[src/rtl/mp2d_pkg.sv]
package mp2d_pkg;

   // Sample format and storage geometry
   localparam int SAMPLE_BITS = 16;
   localparam int MAX_COLS    = 1024;
   localparam int COL_BITS    = $clog2(MAX_COLS);
   localparam int MAX_POOL    = 16;
   localparam int POOL_BITS   = $clog2(MAX_POOL);
   localparam int ROW_LIMIT   = 4096;
   localparam int ROW_BITS    = $clog2(ROW_LIMIT);

   // Register field widths
   localparam int PR_W = 5;
   localparam int PC_W = 5;
   localparam int IR_W = 13;
   localparam int IC_W = 11;

   // Configuration port
   localparam int CSR_INDEX_BITS = 2;
   localparam int CSR_DATA_BITS  = 16;

   typedef logic signed [SAMPLE_BITS-1:0] sample_type;

   localparam sample_type SAMPLE_MIN = {1'b1, {(SAMPLE_BITS-1){1'b0}}};

   typedef enum logic [CSR_INDEX_BITS-1:0] {
      REG_POOL_ROWS  = 2'd0,
      REG_POOL_COLS  = 2'd1,
      REG_IMAGE_ROWS = 2'd2,
      REG_IMAGE_COLS = 2'd3
   } csr_index_type;

   // Effective (clamped) window and image sizes
   typedef struct packed {
      logic [PR_W-1:0] pool_rows;
      logic [PC_W-1:0] pool_cols;
      logic [IR_W-1:0] image_rows;
      logic [IC_W-1:0] image_cols;
   } geom_type;

   // One sample's work handed from the position tracker to the merge stage
   typedef struct packed {
      logic                close;      // sample closes the window columns
      logic                band_last;  // last row of the band: emit instead of store
      logic                merge;      // combine with stored band maximum
      logic                frame_end;
      logic [COL_BITS-1:0] slot;       // output column, band memory address
      sample_type          run;        // running max including this sample
   } stage_type;

endpackage

[src/rtl/mp2d_csr.sv]
module mp2d_csr (
   input  logic                                clock,
   input  logic                                reset,
   input  logic                                csr_valid,
   output logic                                csr_ready,
   input  logic [mp2d_pkg::CSR_INDEX_BITS-1:0] csr_index,
   input  logic [mp2d_pkg::CSR_DATA_BITS-1:0]  csr_wdata,
   output mp2d_pkg::geom_type                  geom
);
   import mp2d_pkg::*;

   logic [PR_W-1:0] pool_rows_ff;
   logic [PC_W-1:0] pool_cols_ff;
   logic [IR_W-1:0] image_rows_ff;
   logic [IC_W-1:0] image_cols_ff;

   assign csr_ready = 1'b1;

   // Register writes
   always_ff @(posedge clock) begin
      if (reset) begin
         pool_rows_ff  <= PR_W'(2);
         pool_cols_ff  <= PC_W'(2);
         image_rows_ff <= IR_W'(64);
         image_cols_ff <= IC_W'(64);
      end else if (csr_valid && csr_ready) begin
         unique case (csr_index_type'(csr_index))
            REG_POOL_ROWS:  pool_rows_ff  <= csr_wdata[PR_W-1:0];
            REG_POOL_COLS:  pool_cols_ff  <= csr_wdata[PC_W-1:0];
            REG_IMAGE_ROWS: image_rows_ff <= csr_wdata[IR_W-1:0];
            REG_IMAGE_COLS: image_cols_ff <= csr_wdata[IC_W-1:0];
            default: ;
         endcase
      end
   end

   // Zero counts as one, large values saturate at the supported limit
   always_comb begin
      geom.pool_rows = pool_rows_ff;
      if (pool_rows_ff == '0)
         geom.pool_rows = PR_W'(1);
      else if (pool_rows_ff > PR_W'(MAX_POOL))
         geom.pool_rows = PR_W'(MAX_POOL);

      geom.pool_cols = pool_cols_ff;
      if (pool_cols_ff == '0)
         geom.pool_cols = PC_W'(1);
      else if (pool_cols_ff > PC_W'(MAX_POOL))
         geom.pool_cols = PC_W'(MAX_POOL);

      geom.image_rows = image_rows_ff;
      if (image_rows_ff == '0)
         geom.image_rows = IR_W'(1);
      else if (image_rows_ff > IR_W'(ROW_LIMIT))
         geom.image_rows = IR_W'(ROW_LIMIT);

      geom.image_cols = image_cols_ff;
      if (image_cols_ff == '0)
         geom.image_cols = IC_W'(1);
      else if (image_cols_ff > IC_W'(MAX_COLS))
         geom.image_cols = IC_W'(MAX_COLS);
   end

endmodule

[config.mk]
export PLATFORM = sky130hd
export DESIGN_NAME = mp2d_csr
export DESIGN_NICKNAME = d
export VERILOG_FILES = /design/src/rtl/mp2d_pkg.sv /design/src/rtl/mp2d_csr.sv
export SDC_FILE = /design/constraint.sdc
export NUM_CORES = 1
export LEC_CHECK = 0
export BUFFER_PORTS_ARGS = -buffer_cell sky130_fd_sc_hd__buf_2
export CAP_MARGIN = 20
export CORE_UTILIZATION = 48
export CTS_BUF_LIST = sky130_fd_sc_hd__clkbuf_4 sky130_fd_sc_hd__clkbuf_8 sky130_fd_sc_hd__clkbuf_16
export CTS_CLUSTER_SIZE = 16
export DETAILED_ROUTE_END_ITERATION = 8
export HOLD_SLACK_MARGIN = 0.06
export PLACE_DENSITY = 0.83
export SETUP_SLACK_MARGIN = 0.02
export SLEW_MARGIN = 20
export SYNTH_ARGS = -nofsm -noshare
export SYNTH_HDL_FRONTEND = slang
export SYNTH_SLANG_ARGS = --single-unit
[constraint.sdc]
create_clock -name clock -period 1.1 [get_ports clock]
set_input_delay 0.11 -clock clock [delete_from_list [all_inputs] [get_ports clock]]
set_output_delay 0.11 -clock clock [all_outputs]
set_load 0.03 [all_outputs]
* Word level (Yosys, flattened, before mapping)
Index checks and enable logic that the tools add are counted.
** Operators by class
- Reductions and logical operators :: 9
- Add/subtract/negate cells :: 0
- Bitwise operators :: 0
- Multipliers :: 0
- Eq/ne operators :: 3
- Order comparisons :: 4
- Shift operators :: 0
- Mux-type cells :: 8
- Div/mod/pow operators :: 0
** Operators by type and width (number)
- 13-bit two-way mux :: 2
- 11-bit two-way mux :: 2
- 5-bit two-way mux :: 4
- 13-bit greater-than comparator (second input constant) :: 1
- 13-bit logical NOT :: 1
- 11-bit greater-than comparator (second input constant) :: 1
- 11-bit logical NOT :: 1
- 5-bit greater-than comparator (second input constant) :: 2
- 5-bit logical NOT :: 2
- 2-bit AND reduction :: 4
- 2-bit == test (second input constant) :: 2
- 2-bit by 1-bit == test with 1-bit output (second input constant) :: 1
- 2-bit logical NOT :: 1
** Storage, ports and cells
- Memory bits (writable) :: 0
- Output and inout port bits :: 35
- Bits of input ports :: 21
- Bits in read-only memories :: 0
- Latch bits :: 0
- Logic and storage cells :: 28
- Memories kept :: 0
- Flip-flop bits (word level) :: 34

* Logic depth before layout (Yosys ltp)
Gate-level depths: netlist (run 1).
- Depth in word-level cells :: 3
- Depth in mapped cells :: 4
- Gate-level depth less buffers :: 3

* Least setup slack after synthesis (run 1)
OpenSTA, ideal clock, no wires.
- Path kind :: register -> output
- Start point :: reg image_cols_ff[4]
- End point :: out geom[0] in the netlist's numbering
- Data arrival time :: 1147 ps
- Stages on the path, launching flop included :: 4
- Setup slack :: -157 ps
- Data required time :: 990 ps
- Path through :: dfxtp_1 > nor4_1 > nand3_1 > mux2i_1
** RTL lines
- from (decl) :: RTL line mp2d_csr.sv:15 : logic [IC_W-1:0] image_cols_ff;
- from (signal assigned) :: RTL line mp2d_csr.sv:31 : REG_IMAGE_COLS: image_cols_ff <= csr_wdata[IC_W-1:0];
- to (decl) :: RTL line mp2d_csr.sv:8 : output mp2d_pkg::geom_type geom

==> results of run 1 <==
sequential cells by signal (all words and copies together), names as in the netlist:
signal         count
pool_cols_ff       5
image_cols_ff     11
image_rows_ff     13
pool_rows_ff       5
critical path, delay by kind of cell (launching register included):
family,cells,cell delay [ns]
buf+inv,1,0.18
flops,1,0.35
mux,1,0.16
simple gates,2,0.39
layer usage:
layer  vias to the layer above  track usage [%]  wire length [microns]
li1                        778                -                      -
met2                        88            44.66                   2603
met5                         -                0                      0
met4                         0            13.95                    236
met3                        25            5.134                    403
met1                       804            29.66                   1992
area by class of cell:
cell class                      count  area [sq um]  share of cell area, %
Clock buffer                        6         51.30                  2.082
Inverter                            1         3.754                 0.1524
Multi-Input combinational cell    141         908.4                  36.87
Sequential cell                    34         721.9                  29.30
Timing Repair Buffer               86         726.9                  29.51
Tap cell                           31         38.79                  1.574
Clock inverter                      2         12.51                 0.5079
stage by stage:
stage	cell area (sq um)	setup WS, ns	hold WS [ns]	std cells	setup TNS [ns]
after floorplan	1520	-0.05943	0.2279	191	-0.2200
after global placement	1901	-0.08562	0.3513	278	-0.1072
after detailed placement	1901	-0.1268	0.3572	278	-0.1815
after CTS	2296	-0.4410	0.2075	299	-3.188
after global routing	2464	-0.5135	0.2661	301	-5.477
final	2464	-0.4474	0.2454	301	-4.267
report_power, final:
part / switching [mW] / internal, mW
clock: 0.449 / 0.307
sequential: 0.0484 / 1.27
combinational: 0.320 / 0.275
total: 0.818 / 1.85
timing repair:
action                                 4_1_cts  5_1_grt
setup buffers                                0        3
pin swaps                                    4        5
gates cloned                                 0        0
resized for setup                           72       40
endpoints found under the hold margin       25        0
hold buffers                                13        0
setup endpoints to repair                   34       33
worst max-delay path by stage:
| stage | from | endpoint | slack, ns | cells past startpoint |
|---|---|---|---|---|
| 2_1_floorplan | image_cols_ff[8]$_SDFFE_PP0P_ | geom[0] | -0.06 | 3 |
| 3_3_place_gp | image_cols_ff[8]$_SDFFE_PP0P_ | geom[0] | -0.09 | 4 |
| 3_5_place_dp | image_cols_ff[8]$_SDFFE_PP0P_ | geom[0] | -0.13 | 4 |
| 4_1_cts | image_cols_ff[1]$_SDFFE_PP0P_ | geom[0] | -0.44 | 4 |
| 5_1_grt | image_cols_ff[9]$_SDFFE_PP0P_ | geom[0] | -0.51 | 4 |
| 6_report | image_cols_ff[9]$_SDFFE_PP0P_ | geom[0] | -0.45 | 4 |
cells in the final DEF (no fill, tap or decap), drive strengths merged:
cell         count
nor3             3
dfxtp           34
mux2i            9
a211o            2
buf             72
a31oi            1
a21oi           22
clkinv           1
conb             1
dlygate4sd3     13
and3             1
nand3            2
nor2b           27
inv              1
clkinvlp         1
and3b            1
nor2            15
nand2           48
clkbuf           7
nand3b           4
nor4             4
nor3b            1
cell families (layout without fill, tap and decap cells):
logic type	after synthesis	count (layout)	share of synthesized area, %
multiplexers	9	9	6.000
buffers and inverters	16	95	4.500
AND/OR/NAND/NOR	106	106	35.00
AO/OA/AOI/OAI	25	25	8.917
other	1	1	0.2498
flip-flops	34	34	45.33
==> results.sh, run 1 <==
export IMPL_die_w_microns=57.93
export IMPL_ys_seq_area_share_pct=45.33
export IMPL_grt_pass1_wl_microns=6568
export IMPL_crit_path_end_kind="primary output"
export IMPL_firstDrtPassIters=7
export IMPL_hold_depth=2
export IMPL_dr_first_iter_drc_count=143
export IMPL_crit_required_ns=0.99
export IMPL_whs_endpoint="pool_cols_ff[4]$_SDFFE_PP0P_"
export IMPL_clockRootBuffer="clkbuf_4"
export IMPL_relSlewSlack_pct=59.20
export IMPL_hold_start="reset"
export IMPL_synth_nets=212
export IMPL_final_util_pct=86.36
export IMPL_r2r_start="pool_rows_ff[1]$_SDFFE_PP1P_"
export IMPL_rsz0062_at_grt="true"
export IMPL_antenna_left=0
export IMPL_synthArstFlopShare_pct=0
export IMPL_nets=290
export IMPL_failed_checks="design-rule violations, negative setup slack"
export IMPL_worstPathCellList="nor4_4, nand3_1, mux2i_2, buf_4"
export IMPL_htree_levels=2
export IMPL_dieArea_sq_um=3356
export IMPL_core_sq_um=2853
export IMPL_slew_viol_final=0
export IMPL_critPathSlowestCell="dfxtp_2"
export IMPL_syn_inst=191
export IMPL_reg2reg_setup_slack_ns=0.24
export IMPL_critPathArrivalTime_ns=1.44
export IMPL_ios=56
export IMPL_total_power_mw=2.670
export IMPL_p_per_area_nw_per_um2=1084
export IMPL_fmax_ghz=0.6463
export IMPL_num_vias=1695
export IMPL_clkLatencyLatePin_ns=0.35
export IMPL_ys_types=21
export IMPL_finalWorstSetupSlack_ns=-0.4474
export IMPL_power_leakage_nw=1.103
export IMPL_critPathMaxFanout=2
export IMPL_antenna_found_initial=0
export IMPL_yosys_top_cells_area="dfxtp_1 (45%), nand2_1 (12%), nor2b_1 (11%)"
export IMPL_synth_area_sq_um=1501
export IMPL_tightestPinTransition_ns=0.6120
export IMPL_n_antenna_cell=0
export IMPL_post_route_drc_count=4
export IMPL_netlist_top_cell_by_area="dfxtp_1"
export IMPL_synth_area_per_cell_sq_um=7.861
export IMPL_drive_above_1_share_pct=46.67
export IMPL_r2r_cells=2
export IMPL_numCtsBuffers=5
export IMPL_hpwl_microns=2386
export IMPL_synth_most_common_cell="nand2_1"
export IMPL_wl_per_cell_microns=17.40
export IMPL_synth_top_cell_area_share_pct=45.33
export IMPL_hp_class="input pin to flip-flop"
export IMPL_maxCapViolCount=0
export IMPL_grt_max_degree=35
export IMPL_fillers=140
export IMPL_synth_common_cells="nand2_1 (48), dfxtp_1 (34), nor2b_1 (27)"
export IMPL_die_h_microns=57.93
export IMPL_reg2reg_to="pool_rows_ff[1]$_SDFFE_PP1P_"
export IMPL_ir_worst_vdd_mv=0.8906
export IMPL_clock_skew_ns=0
export IMPL_cp_slowest_stage_delay_ns=0.35
export IMPL_status="complete, but fails checks"
export IMPL_start_util_pct=52.63
export IMPL_drt_wl_total_microns=5236
export IMPL_synthToLayoutAreaGrowth_pct=64.08
export IMPL_num_rows=19
export IMPL_clock_sinks=34
export IMPL_fin_crit_sh_pct=140.7
export IMPL_crit_type="flip-flop to primary output"
export IMPL_path_clk_slew_ns=0.11
export IMPL_grt_usage_pct=25.73
export IMPL_setup_viol=31
export IMPL_start_kind="flip-flop"
export IMPL_cts_buffer_depth=2
export IMPL_first_global_vias=1490
export IMPL_vias_per_cell=5.631
export IMPL_synth_flop_cell="dfxtp_1"
export IMPL_ys_ff_latch=34
export IMPL_port_buffers=51
export IMPL_cts_tree="done"
export IMPL_gp_congestion=0.7642
export IMPL_ys_warnings_count=0
export IMPL_finalWorstPathRequiredPeriod_ns=1.547
export IMPL_overflow=0
export IMPL_hold_viol=0
export IMPL_synth_edff_count=0
Note: power is estimated with default switching activity, not from simulation.
==> inputs of run 2 (changes only) <==
TNS_END_PERCENT = 20   (was unset)
==> results.sh, run 2 (synthesis gave the netlist of run 1 again) <==
export IMPL_synthToLayoutAreaGrowth_pct=58.25
export IMPL_clockRootBuffer="clkbuf_4"
export IMPL_hold_viol=0
export IMPL_critPathArrivalTime_ns=1.39
export IMPL_ios=56
export IMPL_die_w_microns=57.93
export IMPL_antenna_left=0
export IMPL_power_leakage_nw=1.083
export IMPL_start_kind="flip-flop"
export IMPL_postLayoutCellArea_sq_um=2376
export IMPL_ir_worst_vdd_mv=1.146
export IMPL_finalWorstPathRequiredPeriod_ns=1.498
export IMPL_antenna_found_initial=0
export IMPL_drt_wl_total_microns=4728
export IMPL_hold_depth=2
export IMPL_post_route_drc_count=4
export IMPL_hold_start="reset"
export IMPL_hp_class="input pin to flip-flop"
export IMPL_setup_viol=27
export IMPL_crit_type="flip-flop to primary output"
export IMPL_place_area_sq_um=1881
export IMPL_r2r_cells=2
export IMPL_port_buffers=51
export IMPL_tightestPinTransition_ns=0.5950
export IMPL_grt_usage_pct=26.69
export IMPL_wl_per_cell_microns=15.81
export IMPL_status="complete, but fails checks"
export IMPL_grt_max_degree=35
export IMPL_core_sq_um=2853
export IMPL_n_antenna_cell=0
export IMPL_most_common_layout_cells="nand2_1 (48), buf_4 (34), a21oi_1 (22)"
export IMPL_critPathMaxFanout=2
export IMPL_die_h_microns=57.93
export IMPL_slew_viol_final=0
export IMPL_first_global_vias=1478
export IMPL_grt_use_met3_pct=6.696
export IMPL_numCtsBuffers=5
export IMPL_rsz0062_at_grt="true"
export IMPL_gp_congestion=0.7731
export IMPL_relSlewSlack_pct=60.33
export IMPL_dp_cells=277
export IMPL_postCtsSetupBuffers=0
export IMPL_worstPathCellList="nor4_4, nand3_1, mux2i_2, buf_4"
export IMPL_critPathSlowestCell="dfxtp_2"
export IMPL_num_vias=1641
export IMPL_path_buf_inv=1
export IMPL_firstDrtPassIters=6
export IMPL_finalWorstSetupSlack_ns=-0.3975
export IMPL_cp_slowest_stage_delay_ns=0.35
export IMPL_reg2reg_to="pool_rows_ff[1]$_SDFFE_PP1P_"
export IMPL_cts_tree="done"
export IMPL_vias_per_cell=5.488
export IMPL_hpwl_microns=2483
export IMPL_overflow=0
export IMPL_whs_endpoint="pool_cols_ff[0]$_SDFFE_PP0P_"
export IMPL_largestRegisters="image_rows_ff x13, image_cols_ff x11"
export IMPL_p_per_area_nw_per_um2=1167
export IMPL_crit_required_ns=0.99
export IMPL_path_clk_slew_ns=0.11
export IMPL_crit_path_end_kind="primary output"
export IMPL_use_met2_pct=47.45
export IMPL_nets=288
export IMPL_drive_above_1_share_pct=44.40
export IMPL_dr_first_iter_drc_count=106
export IMPL_final_cells=299
export IMPL_clock_sinks=34
export IMPL_fmax_ghz=0.6678
export IMPL_num_rows=19
export IMPL_failed_checks="design-rule violations, negative setup slack"
export IMPL_maxCapViolCount=0
export IMPL_busiest_layer="met2"
export IMPL_top_register="image_rows_ff"
export IMPL_dieArea_sq_um=3356
export IMPL_htree_levels=2
export IMPL_globalRouteMet1Util_pct=30.55
export IMPL_cts_buffer_depth=2
export IMPL_r2r_start="pool_rows_ff[1]$_SDFFE_PP1P_"
export IMPL_final_common_cell="nand2_1"
export IMPL_clkLatencyLatePin_ns=0.34
export IMPL_crit_family="simple AND/OR/NAND/NOR gates"
export IMPL_largest_register_ffs=13
export IMPL_clock_skew_ns=0
export IMPL_start_util_pct=52.63
export IMPL_grt_pass1_wl_microns=6713
export IMPL_reg2reg_setup_slack_ns=0.26
export IMPL_fin_crit_sh_pct=136.1
run 2: changes by cell type in the layout (fill, tap and decap cells not counted), moves of 3 or more:
cell,change
nor4_2,+3
nor2b_4,-4
nor2b_1,+4
buf_4,+3
buf_6,-3
run 2: worst max path at each step:
stage                                  startpoint       to  cells past startpoint
floorplan           image_cols_ff[8]$_SDFFE_PP0P_  geom[0]                      3
global placement    image_cols_ff[8]$_SDFFE_PP0P_  geom[0]                      4
detailed placement  image_cols_ff[8]$_SDFFE_PP0P_  geom[0]                      4
CTS                 image_cols_ff[1]$_SDFFE_PP0P_  geom[0]                      4
global route        image_cols_ff[9]$_SDFFE_PP0P_  geom[0]                      4
finish              image_cols_ff[9]$_SDFFE_PP0P_  geom[0]                      4
run 2: cell type report:
cell class	instances	area, sq um
repair buffers	84	683.2
clock buffers	5	37.54
multi-input cells	141	855.8
fillers	153	476.7
flip-flops and latches	34	716.9
clock inverters	3	40.04
inverters	1	3.754
well taps	31	38.79
run 2: layer usage:
| metal | part of all wire, % | vias up | wire (microns) |
|---|---|---|---|
| met2 | 53 | 90 | 2514 |
| met4 | 3.5 | 0 | 164 |
| li1 | - | 772 | - |
| met1 | 36 | 758 | 1697 |
| met3 | 7.4 | 21 | 351 |
| met5 | 0 | - | 0 |
run 2: stage by stage:
step	setup slack [ns]	TNS, ns	power, mW	utilization, %	hold WS, ns
after global placement	-0.08178	-0.1247	1.755	65.92	0.3526
after global routing	-0.4593	-4.663	2.861	83.29	0.2416
after CTS	-0.4023	-2.943	2.721	79.43	0.2259
final	-0.3975	-3.300	2.772	83.29	0.2529
after floorplan	-0.05943	-0.05943	1.606	-	0.2279
after detailed placement	-0.08598	-0.1510	1.763	65.92	0.3404
run 2: what timing repair did:
item	CTS	global route
gates resized for setup	67	29
endpoints found under the setup margin	34	34
pin swaps	4	4
hold buffers	13	0
hold endpoints to repair	24	0
gates cloned	1	0
run 2: power by group:
group	internal [mW]	switching (mW)
logic	0.254	0.307
clock network	0.471	0.426
registers	1.27	0.0422
total	2.00	0.775
run 2: worst reg2reg max path: cells and delay by family, from the launching register on:
family,cells,cell delay (ns)
AO/OA/AOI/OAI,1,0.26
AND/OR/NAND/NOR,1,0.13
flip-flops,1,0.35
==> inputs of run 3 (changes only) <==
CORE_UTILIZATION = 50   (was 48)
CTS_BUF_LIST = sky130_fd_sc_hd__clkbuf_8   (was sky130_fd_sc_hd__clkbuf_4 sky130_fd_sc_hd__clkbuf_8 sky130_fd_sc_hd__clkbuf_16)
PLACE_DENSITY = 0.86   (was 0.83)
==> results.sh, run 3 (synthesis gave the netlist of run 1 again) <==
export IMPL_fin_crit_sh_pct=133.2
export IMPL_failed_checks="negative setup slack"
export IMPL_hpwl_microns=2426
export IMPL_drt_wl_total_microns=4117
export IMPL_final_cells=287
export IMPL_rsz0062_at_grt="true"
export IMPL_holdWs_ns=0.06080
export IMPL_ir_worst_vdd_mv=1.323
export IMPL_worstPathCellList="nor4_2, nand3_1, mux2i_2, buf_4"
export IMPL_dpl_worst_slack_ns=-0.07766
export IMPL_setup_worst_path_start="image_cols_ff[1]$_SDFFE_PP0P_"
export IMPL_r2r_cells=3
export IMPL_seq_power_share_pct=45.5
export IMPL_whs_endpoint="image_cols_ff[7]$_SDFFE_PP0P_"
export IMPL_critPathArrivalTime_ns=1.36
export IMPL_clockRootBuffer="clkbuf_8"
export IMPL_postLayoutCellArea_sq_um=2241
export IMPL_reg2reg_to="pool_rows_ff[1]$_SDFFE_PP1P_"
export IMPL_critPathSlowestCell="dfxtp_2"
export IMPL_synthToLayoutAreaGrowth_pct=49.25
export IMPL_crit_type="flip-flop to primary output"
export IMPL_hold_depth=3
export IMPL_clkLatencyLatePin_ns=0.29
export IMPL_crit_family="simple AND/OR/NAND/NOR gates"
export IMPL_clkPwrFrac_pct=36.9
export IMPL_post_route_drc_count=0
export IMPL_place_area_sq_um=1873
export IMPL_hold_viol=0
export IMPL_vias_per_cell=5.404
export IMPL_n_antenna_cell=0
export IMPL_die_h_microns=56.80
export IMPL_path_buf_inv=1
export IMPL_p_sw_share_pct=26.45
export IMPL_grt_max_degree=35
export IMPL_gp_congestion=0.7625
export IMPL_power_frac_comb_pct=17.6
export IMPL_grt_pass1_wl_microns=6127
export IMPL_p_per_area_nw_per_um2=1294
export IMPL_antenna_left=0
export IMPL_finalWorstPathRequiredPeriod_ns=1.465
export IMPL_cts_buffer_depth=2
export IMPL_dr_first_iter_drc_count=67
export IMPL_num_rows=19
export IMPL_critPathMaxFanout=2
export IMPL_most_common_layout_cells="nand2_1 (48), buf_4 (37), a21oi_1 (22)"
export IMPL_overflow=0
export IMPL_crit_required_ns=0.99
export IMPL_ios=56
export IMPL_status="complete, but fails checks"
export IMPL_drive_above_1_share_pct=44.53
export IMPL_clock_sinks=34
export IMPL_htree_levels=2
export IMPL_p_int_mw=2.132
export IMPL_tightestPinTransition_ns=0.5869
export IMPL_maxCapViolCount=0
export IMPL_top_register="image_rows_ff"
export IMPL_nets=276
export IMPL_start_kind="flip-flop"
export IMPL_core_sq_um=2805
export IMPL_hp_class="input pin to flip-flop"
export IMPL_final_common_cell="nand2_1"
export IMPL_cp_slowest_stage_delay_ns=0.33
export IMPL_hold_start="csr_wdata[7]"
export IMPL_largestRegisters="image_rows_ff x13, image_cols_ff x11"
export IMPL_antenna_found_initial=0
export IMPL_numCtsBuffers=5
export IMPL_reg2reg_setup_slack_ns=0.15
export IMPL_wl_per_cell_microns=14.34
export IMPL_power_leakage_nw=1.034
export IMPL_dp_cells=276
export IMPL_crit_path_end_kind="primary output"
export IMPL_first_global_vias=1421
export IMPL_firstDrtPassIters=4
export IMPL_fmax_ghz=0.6825
export IMPL_num_vias=1551
export IMPL_grt_usage_pct=24.47
export IMPL_largest_register_ffs=13
export IMPL_setup_viol=23
export IMPL_finalWorstSetupSlack_ns=-0.3653
export IMPL_die_w_microns=56.80
export IMPL_relSlewSlack_pct=60.88
export IMPL_p_switching_uw=766.8
export IMPL_fin_tns_setup_ns=-1.846
export IMPL_slew_viol_final=0
export IMPL_path_clk_slew_ns=0.07
export IMPL_clock_skew_ns=0
export IMPL_start_util_pct=53.52
export IMPL_cts_tree="done"
export IMPL_dieArea_sq_um=3226
export IMPL_port_buffers=51
export IMPL_r2r_start="pool_rows_ff[1]$_SDFFE_PP1P_"
[run 3: changes by cell type in the layout (fill, tap and decap cells not counted), sizes merged]
cell,before,now
clkinv,2,0
dlygate4sd3,13,1
buf,71,70
clkbuf,5,9
bufinv,1,0
[run 3: area by class of cell]
cell class / instances / area (sq um)
sequential: 34 / 703.2
timing repair buffer: 72 / 551.8
multi-input combinational: 141 / 833.3
fill: 183 / 564.3
inverter: 1 / 3.754
clock buffer: 8 / 110.1
tap: 31 / 38.79
[run 3: worst min-delay path: stages]
cell and delay [ns]:
buf_2 0.11, nand2_1 0.05, a21oi_1 0.05
[run 3: what timing repair did]
| action | in CTS | in global routing |
|---|---|---|
| buffers inserted | 2 | 1 |
| setup endpoints to repair | 26 | 34 |
| pin swaps | 6 | 2 |
| hold endpoints to repair | 1 | 0 |
| hold buffers | 1 | 0 |
| cloned | 0 | 0 |
| resized for setup | 52 | 32 |
[run 3: metal layers]
layer  track usage [%]  wire (microns)  up-vias
li1                  -               -      747
met4             13.24              93        0
met3             6.221             279       14
met2             40.31            2039       75
met1             29.06            1705      715
met5                 0               0        -
[run 3: stage by stage]
step	total power, mW	utilization, %
finish	2.899	79.88
global route	2.998	79.88
CTS	2.856	76.41
detailed placement	1.761	66.77
global placement	1.753	66.77
floorplan	1.606	-
[run 3: how the worst max path moves through the flow]
stage	depth (start not counted)	to
after floorplan	3	geom[0]
after global placement	4	geom[0]
after detailed placement	4	geom[0]
after CTS	4	geom[0]
after global routing	4	geom[0]
final	4	geom[0]
[run 3: power by group through the flow]
stage	Clock (mW)	Combinational, mW	Sequential [mW]
after floorplan	0	0.280	1.33
after global placement	0	0.423	1.33
after detailed placement	0	0.429	1.33
after CTS	1.07	0.478	1.31
after global routing	1.13	0.542	1.32
final	1.07	0.510	1.32
